$ cat src/design/eti_ni_frame_checker_defines.svh
// Shared assertion macros for the frame checker
`ifndef ETI_NI_FRAME_CHECKER_DEFINES_SVH
`define ETI_NI_FRAME_CHECKER_DEFINES_SVH

// Condition must never hold outside reset
`define ETI_FC_ASSERT_NEVER(lbl, clk, rst_n, cond) \
    lbl: assert property (@(posedge clk) disable iff (!rst_n) !(cond)) \
        else $error("eti_fc: forbidden condition");

// Condition a in one cycle requires b in the next
`define ETI_FC_ASSERT_NEXT(lbl, clk, rst_n, a, b) \
    lbl: assert property (@(posedge clk) disable iff (!rst_n) (a) |=> (b)) \
        else $error("eti_fc: expected follow-up missing");

`endif

$ cat src/design/eti_fc_pkg.sv
package eti_fc_pkg;

    localparam logic [1:0] KIND_HEADER = 2'd0;
    localparam logic [1:0] KIND_FIB    = 2'd1;
    localparam logic [1:0] KIND_END    = 2'd2;
    localparam logic [1:0] KIND_ABORT  = 2'd3;

    localparam logic [7:0]  ERR_NONE   = 8'hFF;
    localparam logic [15:0] CRC_INIT   = 16'hFFFF;
    localparam logic [15:0] CRC_POLY   = 16'h1021;
    localparam logic [23:0] FSYNC_EVEN = 24'h073AB6;
    localparam logic [23:0] FSYNC_ODD  = 24'hF8C549;

    localparam logic [1:0] SYNC_NONE = 2'd0;
    localparam logic [1:0] SYNC_EVEN = 2'd1;
    localparam logic [1:0] SYNC_ODD  = 2'd2;

    // Position arithmetic width: covers frame end plus stream total
    localparam int POS_W = 22;
    localparam int QDEPTH = 4;

    typedef struct packed {
        logic [1:0]  report_kind;
        logic        sync_error;
        logic        fsync_ok;
        logic [7:0]  frame_count;
        logic        fic_flag;
        logic [6:0]  stream_count;
        logic [2:0]  frame_phase;
        logic [1:0]  mode_id;
        logic [10:0] frame_length;
        logic        crc_ok;
        logic [1:0]  fib_index;
        logic [31:0] timestamp;
    } t_report;

    typedef struct packed {
        logic    push;
        t_report report;
    } t_push;

    // CRC-16 CCITT, MSB first, one byte
    function automatic logic [15:0] crc16_byte(input logic [15:0] crc, input logic [7:0] b);
        logic [15:0] c;
        c = crc ^ {b, 8'h00};
        for (int i = 0; i < 8; i++) begin
            c = c[15] ? ({c[14:0], 1'b0} ^ CRC_POLY) : {c[14:0], 1'b0};
        end
        return c;
    endfunction

endpackage

$ cat src/design/eti_fc_front.sv
`include "eti_ni_frame_checker_defines.svh"

module eti_fc_front #(
    parameter int FRAME_BYTES = 6144
) (
    input  logic               i_clk,
    input  logic               i_rst_n,
    input  logic               i_accept,
    input  logic [7:0]         i_data_byte,
    input  logic               i_frame_first,
    input  logic               i_frame_last,
    input  logic               i_continue,
    output eti_fc_pkg::t_push  o_push
);

    localparam int BP_W = $clog2(FRAME_BYTES + 1);
    localparam int POS_W = eti_fc_pkg::POS_W;

    logic [BP_W-1:0] r_pos, n_pos;
    logic [1:0]  r_sync, n_sync;
    logic [15:0] r_hcrc, n_hcrc, r_fcrc, n_fcrc;
    logic [31:0] r_hf, n_hf;
    logic [19:0] r_sbt, n_sbt;
    logic [1:0]  r_lhb, n_lhb;
    logic [7:0]  r_fibc, n_fibc, r_rch, n_rch;
    logic [31:0] r_ts, n_ts;
    logic [1:0]  r_flags, n_flags;
    logic        r_halted, n_halted, r_open, n_open, r_mst, n_mst;

    logic [POS_W-1:0] p, hdr_end, fic_end, mst_end, ficl4;
    logic [6:0]  nst;
    logic [23:0] w;
    logic        is_a, is_c, sync_ok;
    logic        rep_v, rep_crc;
    logic [1:0]  rep_kind, rep_fib;
    logic [31:0] rep_ts, ts_shift;
    logic [15:0] got;

    // Classify the byte and advance the frame state
    always_comb begin
        n_pos = r_pos; n_sync = r_sync; n_hcrc = r_hcrc; n_fcrc = r_fcrc;
        n_hf = r_hf; n_sbt = r_sbt; n_lhb = r_lhb; n_fibc = r_fibc; n_rch = r_rch;
        n_ts = r_ts; n_flags = r_flags; n_halted = r_halted; n_open = r_open;
        n_mst = r_mst;
        rep_v = 1'b0; rep_kind = eti_fc_pkg::KIND_HEADER; rep_crc = 1'b0;
        rep_fib = 2'd0; rep_ts = 32'd0;
        nst = 7'd0; p = '0; hdr_end = '0; fic_end = '0; mst_end = '0; ficl4 = '0;
        w = 24'd0; is_a = 1'b0; is_c = 1'b0; sync_ok = 1'b0; ts_shift = 32'd0;
        got = {r_rch, i_data_byte};

        if (i_accept && !r_halted) begin
            // Restart frame state on the first byte
            if (i_frame_first) begin
                n_pos = '0; n_hcrc = eti_fc_pkg::CRC_INIT; n_fcrc = eti_fc_pkg::CRC_INIT;
                n_hf = '0; n_sbt = '0; n_lhb = '0; n_fibc = '0; n_rch = '0;
                n_ts = '0; n_flags = '0; n_mst = 1'b0; n_open = 1'b1;
            end
            got = {n_rch, i_data_byte};
            if (n_open && (n_pos < BP_W'(FRAME_BYTES))) begin
                p = POS_W'(n_pos);
                nst = n_hf[22:16];
                ficl4 = !n_hf[23] ? POS_W'(0) :
                        (n_hf[12:11] == 2'd3) ? POS_W'(128) : POS_W'(96);
                hdr_end = POS_W'(12) + POS_W'({nst, 2'b00});
                fic_end = hdr_end + ficl4;
                mst_end = fic_end + POS_W'(n_sbt);
                ts_shift = {n_ts[23:0], i_data_byte};
                n_pos = n_pos + 1'b1;

                if (p == '0) begin
                    if (i_data_byte != eti_fc_pkg::ERR_NONE) begin
                        n_flags[0] = 1'b1;
                        if (!i_continue) begin
                            n_halted = 1'b1;
                            n_open = 1'b0;
                            rep_v = 1'b1;
                            rep_kind = eti_fc_pkg::KIND_ABORT;
                        end
                    end
                end else if (p <= POS_W'(3)) begin
                    n_ts = ts_shift;
                    if (p == POS_W'(3)) begin
                        w = ts_shift[23:0];
                        is_a = (w == eti_fc_pkg::FSYNC_EVEN);
                        is_c = (w == eti_fc_pkg::FSYNC_ODD);
                        case (r_sync)
                            eti_fc_pkg::SYNC_EVEN: sync_ok = is_c;
                            eti_fc_pkg::SYNC_ODD:  sync_ok = is_a;
                            default:               sync_ok = is_a || is_c;
                        endcase
                        n_sync = !sync_ok ? eti_fc_pkg::SYNC_NONE :
                                 is_a ? eti_fc_pkg::SYNC_EVEN : eti_fc_pkg::SYNC_ODD;
                        if (sync_ok) n_flags[1] = 1'b1;
                        n_ts = '0;
                    end
                end else if (p <= POS_W'(7)) begin
                    case (p[1:0])
                        2'd0:    n_hf[31:24] = i_data_byte;
                        2'd1:    n_hf[23:16] = i_data_byte;
                        2'd2:    n_hf[15:8]  = i_data_byte;
                        default: n_hf[7:0]   = i_data_byte;
                    endcase
                    n_hcrc = eti_fc_pkg::crc16_byte(n_hcrc, i_data_byte);
                end else if (p < hdr_end - POS_W'(2)) begin
                    n_hcrc = eti_fc_pkg::crc16_byte(n_hcrc, i_data_byte);
                    if (p < hdr_end - POS_W'(4)) begin
                        if (p[1:0] == 2'd2) n_lhb = i_data_byte[1:0];
                        else if (p[1:0] == 2'd3)
                            n_sbt = n_sbt + {7'd0, n_lhb, i_data_byte, 3'd0};
                    end
                end else if (p == hdr_end - POS_W'(2)) begin
                    n_rch = i_data_byte;
                end else if (p == hdr_end - POS_W'(1)) begin
                    rep_v = 1'b1;
                    rep_kind = eti_fc_pkg::KIND_HEADER;
                    rep_crc = (~n_hcrc == got);
                    n_hcrc = eti_fc_pkg::CRC_INIT;
                    n_fcrc = eti_fc_pkg::CRC_INIT;
                    n_fibc = '0;
                end else if (p < fic_end) begin
                    n_hcrc = eti_fc_pkg::crc16_byte(n_hcrc, i_data_byte);
                    if ((p[4:0] - hdr_end[4:0]) < 5'd30) begin
                        n_fcrc = eti_fc_pkg::crc16_byte(n_fcrc, i_data_byte);
                    end else if ((p[4:0] - hdr_end[4:0]) == 5'd30) begin
                        n_rch = i_data_byte;
                    end else begin
                        rep_v = 1'b1;
                        rep_kind = eti_fc_pkg::KIND_FIB;
                        rep_crc = (~n_fcrc == got);
                        rep_fib = n_fibc[1:0];
                        n_fibc = n_fibc + 1'b1;
                        n_fcrc = eti_fc_pkg::CRC_INIT;
                    end
                end else if (p < mst_end) begin
                    n_hcrc = eti_fc_pkg::crc16_byte(n_hcrc, i_data_byte);
                end else if (p == mst_end) begin
                    n_rch = i_data_byte;
                end else if (p == mst_end + POS_W'(1)) begin
                    n_mst = (~n_hcrc == got);
                end else if (p >= mst_end + POS_W'(4) && p <= mst_end + POS_W'(7)) begin
                    n_ts = ts_shift;
                    if (p == mst_end + POS_W'(7)) begin
                        rep_v = 1'b1;
                        rep_kind = eti_fc_pkg::KIND_END;
                        rep_crc = n_mst;
                        rep_ts = ts_shift;
                        n_open = 1'b0;
                    end
                end
            end
            // Close a frame cut short
            if (i_frame_last && n_open) begin
                rep_v = 1'b1;
                rep_kind = eti_fc_pkg::KIND_END;
                rep_crc = 1'b0;
                rep_fib = 2'd0;
                rep_ts = 32'd0;
                n_open = 1'b0;
            end
        end
    end

    // Build the report from the updated fields
    always_comb begin
        o_push.push = rep_v;
        o_push.report.report_kind  = rep_kind;
        o_push.report.sync_error   = n_flags[0];
        o_push.report.fsync_ok     = n_flags[1];
        o_push.report.frame_count  = n_hf[31:24];
        o_push.report.fic_flag     = n_hf[23];
        o_push.report.stream_count = n_hf[22:16];
        o_push.report.frame_phase  = n_hf[15:13];
        o_push.report.mode_id      = n_hf[12:11];
        o_push.report.frame_length = n_hf[10:0];
        o_push.report.crc_ok       = rep_crc;
        o_push.report.fib_index    = rep_fib;
        o_push.report.timestamp    = rep_ts;
    end

    // Hold frame state
    always_ff @(posedge i_clk) begin
        if (!i_rst_n) begin
            r_pos <= '0; r_sync <= eti_fc_pkg::SYNC_NONE;
            r_hcrc <= eti_fc_pkg::CRC_INIT; r_fcrc <= eti_fc_pkg::CRC_INIT;
            r_hf <= '0; r_sbt <= '0; r_lhb <= '0; r_fibc <= '0; r_rch <= '0;
            r_ts <= '0; r_flags <= '0; r_halted <= 1'b0; r_open <= 1'b0; r_mst <= 1'b0;
        end else begin
            r_pos <= n_pos; r_sync <= n_sync; r_hcrc <= n_hcrc; r_fcrc <= n_fcrc;
            r_hf <= n_hf; r_sbt <= n_sbt; r_lhb <= n_lhb; r_fibc <= n_fibc; r_rch <= n_rch;
            r_ts <= n_ts; r_flags <= n_flags; r_halted <= n_halted; r_open <= n_open;
            r_mst <= n_mst;
        end
    end

    `ETI_FC_ASSERT_NEXT(a_abort_halts, i_clk, i_rst_n,
        o_push.push && (o_push.report.report_kind == eti_fc_pkg::KIND_ABORT), r_halted)
    `ETI_FC_ASSERT_NEVER(a_halted_silent, i_clk, i_rst_n, r_halted && o_push.push)
    `ETI_FC_ASSERT_NEVER(a_idle_silent, i_clk, i_rst_n, !i_accept && o_push.push)

endmodule

$ cat config.mk
export PLATFORM = sky130hd
export DESIGN_NAME = eti_fc_front
export DESIGN_NICKNAME = d
export VERILOG_FILES = /design/src/design/eti_fc_pkg.sv /design/src/design/eti_fc_front.sv
export VERILOG_INCLUDE_DIRS = /design/src /design/src/design
export SDC_FILE = /design/constraint.sdc
export NUM_CORES = 1
export LEC_CHECK = 0
export ABC_AREA = 1
export ABC_CLOCK_PERIOD_IN_PS = 9600
export BUFFER_PORTS_ARGS = -buffer_cell sky130_fd_sc_hd__buf_2
export CELL_PAD_IN_SITES_DETAIL_PLACEMENT = 0
export CELL_PAD_IN_SITES_GLOBAL_PLACEMENT = 1
export CORE_MARGIN = 8
export CORE_UTILIZATION = 30
export DETAILED_ROUTE_END_ITERATION = 12
export GPL_TIMING_DRIVEN = 0
export PLACE_DENSITY = 0.7
export RECOVER_POWER = 100
export SKIP_CTS_REPAIR_TIMING = 1
export SLEW_MARGIN = 10
export SYNTH_ARGS = -nofsm -noshare
export SYNTH_HDL_FRONTEND = slang
export SYNTH_SLANG_ARGS = --single-unit
$ cat constraint.sdc
create_clock -name i_clk -period 9.6 [get_ports i_clk]
set_input_delay 0.96 -clock i_clk [delete_from_list [all_inputs] [get_ports i_clk]]
set_output_delay 0.96 -clock i_clk [all_outputs]
set_load 0.005 [all_outputs]
==> results.py <==
metrics = {
    "status": {
        "status": "complete, no violations",
    },
    "die": {
        "num_rows": 83,
        "core_um2": 50990,
        "dieArea_um2": 58790,
        "die_x_um": 242.5,
        "pin_count": 86,
        "start_util_pct": 30.17,
        "die_h_um": 242.5,
    },
    "drt": {
        "viasPerCell": 5.493,
        "wl_met1_um": 31140,
        "dr_wl_met3_um": 4254,
        "ant_nets": 0,
        "drt_iter0_drc": 1746,
        "drc": 0,
        "wl_met2_um": 33530,
        "vias": 18570,
        "wire_per_inst_um": 21.23,
        "wl_um": 71770,
        "firstDrtPassIters": 6,
        "maxUsedRoutingLayer": "met4",
    },
    "clock_tree": {
        "cts.sinks": 140,
        "insertion_delay_ps": 460,
        "cts_tree": "yes",
        "root_buffer": "clkbuf_16",
        "cts_max_path_buffers": 2,
        "cts.clk_slew.worst_paths_ps": 70,
        "cts-buffers-inserted": 17,
        "cts_max_level": 4,
    },
    "synth": {
        "synth_top_area_cell": "dfxtp_1",
        "synth_edf_count": 0,
        "syn_inst": 2579,
        "syn-cell-area_um2": 15390,
        "synthTopCellsByArea": "dfxtp_1 (18%), nand2_1 (16%), a21oi_1 (7.9%)",
        "ys_top_cells_by_count": "nand2_1 (645), inv_1 (297), nor2_1 (250)",
        "netlist-cell-type-count": 61,
        "syn-num-nets": 2692,
        "yosysWarnings": 0,
        "yosysMostFrequentCell": "nand2_1",
        "ys_seq_area_share_pct": 18.22,
        "syn_area_per_cell_um2": 5.966,
        "synth-async-reset-ratio_pct": 0,
        "dominantRegCellSynth": "dfxtp_1",
        "ys_ff_latch": 140,
        "synth_top_area_share_pct": 18.22,
    },
    "setup_path": {
        "worstPathMaxFanout": 19,
        "crit_type": "input pin to output port",
        "r2r_cells": 38,
        "cp-end-kind": "output port",
        "rr_startpoint": "r_hf[16]$_SDFF_PN0_",
        "cp_data_arrival_time_ps": 8350,
        "reg2reg_to": "r_ts[3]$_SDFFE_PN0P_",
        "crit_required_ps": 8640,
        "crit_path_top_delay_cell": "o21ai_0",
        "start_kind": "input pin",
        "slowest_delay_ps": 510,
        "cpMostUsedCell": "nand2_1",
        "r2r_slack_ps": 2690,
    },
    "power_and_ir_drop": {
        "ir_drop_uv": 110.2,
        "power_density_nw_per_um2": 92.68,
        "total_leakage_power_uw": 0.007153,
    },
    "hold_path": {
        "hold_path_class": "flip-flop to flip-flop",
        "min_from": "r_sbt[1]$_SDFFE_PN0P_",
        "whs_endpoint": "r_sbt[1]$_SDFFE_PN0P_",
        "hold_path_depth": 2,
    },
    "global_routing": {
        "grt_usage_pct": 23.44,
        "grt_remaining_overflow": 0,
        "antenna_found_initial": 0,
        "grt_max_degree": 17,
        "grt_pass1_wl_um": 108200,
        "grt_pass1_vias": 17780,
    },
    "placed_design": {
        "dpl.hpwl_um": 55460,
        "port_buffers": 84,
        "place.gp.congestion": 0.9707,
        "dpl_cell_area_um2": 16670,
        "detailedPlace.worstSlack_ps": -3217,
    },
    "sta": {
        "worst_pin_slew_ps": 1201,
        "hold_viol": 0,
        "rsz0062_at_grt": "false",
        "post-route-period-util_pct": 96.94,
        "finClkSkew_ps": 10.51,
        "max_slew_margin_pct": 19.91,
        "hold_slack_ps": 461.4,
        "fmax_mhz": 107.5,
        "timing.final.crit_period_ps": 9306,
        "layout_setup_ws_ps": 293.6,
        "drv_slew": 0,
        "setup_viol_count_final": 0,
    },
    "cells_and_area": {
        "n_fill_cell": 5735,
        "layout.nets": 2800,
        "multiInputGateArea_um2": 10990,
        "drive_above_1_share_pct": 7.741,
        "syn2layout_area_growth_pct": 12.74,
        "antenna_cells": 0,
        "regArea_um2": 2803,
        "fin_area_um2": 17350,
    },
    "run": {
        "drv_cap": 0,
    },
}
[worst max-delay path by stage]
stage / from / to / slack, ps / cells after the start
3_5_place_dp: i_frame_first / o_push[10] / -3220 / 45
3_3_place_gp: i_frame_first / o_push[10] / -3310 / 45
4_1_cts: i_frame_first / o_push[10] / -3290 / 45
2_1_floorplan: i_frame_first / o_push[71] / 990 / 49
5_1_grt: i_frame_first / o_push[69] / 20 / 49
6_report: i_frame_first / o_push[71] / 290 / 43
[final cells by class]
class | instances | area share, %
repair buffers | 90 | 2.351
flip-flops and latches | 140 | 16.16
plain buffers | 114 | 2.993
inverters | 319 | 6.932
clock inverters | 10 | 0.5121
clock buffers | 22 | 2.791
multi-input cells | 2005 | 63.36
well taps | 680 | 4.905
[critical path: cells and delay by family]
family,cells,cell delay [ps]
AND/OR/NAND/NOR,19,2490
AO/OA/AOI/OAI,5,1150
adder cells (fa/ha/maj),5,1450
XOR/XNOR,1,150
buffers and inverters,13,2090
[flip-flops by register name (all words and copies together), names as in the netlist, 8 cells and up]
signal and count:
r_hcrc 16, r_hf 32, r_ts 24, r_rch 8, r_fcrc 16, r_pos 13, r_sbt 20
[cell usage in the layout, fill, tap and decap left out, drive strengths merged, types with 2 or more instances in the layout]
cell type,netlist,layout
a211o,7,7
a211oi,3,3
a21oi,247,247
a221oi,20,20
a22oi,6,6
a31oi,18,18
a32oi,3,3
buf,27,64
clkbuf,88,162
clkinv,9,13
clkinvlp,0,4
dfxtp,140,140
fa,4,4
ha,95,95
inv,310,311
nand2,675,675
nand3,163,163
nand3b,4,4
nand4,34,34
nor2,273,273
nor3,31,31
nor3b,4,4
nor4,25,25
o2111ai,9,9
o211ai,78,78
o21a,8,8
o21ai,162,162
o21bai,3,3
o221ai,5,5
o22ai,24,24
o31ai,3,3
o32ai,2,2
or2,6,6
xnor2,19,19
xor2,65,65
[logic make-up after synthesis]
logic type	synth area share (%)
AND/OR/NAND/NOR	34.66
AO/OA/AOI/OAI	22.88
buffers and inverters	11.03
flip-flops	18.22
adder cells (fa/ha/maj)	8.246
XOR/XNOR	4.904
multiplexers	0.06506
[metrics by stage]
stage / total power [µW] / TNS (ps) / utilization (%) / instances
final: 1608 / 0 / 34.02 / 3380
after global routing: 1659 / 0 / 34.02 / 3380
after CTS: 1600 / -176320 / 33.81 / 3376
after global placement: 918.8 / -208620 / 32.67 / 3343
after floorplan: 809.4 / 0 / - / 2579
after detailed placement: 920.3 / -200390 / 32.69 / 3344
[where the power goes]
group / internal (µW) / switching [µW] / leakage [µW] / total [µW]
Combinational: 85.8 / 225 / 0.00574 / 311
Clock: 383 / 305 / 0.000274 / 687
Sequential: 599 / 11.1 / 0.00114 / 610
[layer usage]
metal | vias up | track usage, %
li1 | 8871 | -
met1 | 8842 | 29.51
met2 | 708 | 39.61
met3 | 147 | 2.954
met4 | 0 | 10.50
met5 | - | 0
(Power assumes the default switching activity.)
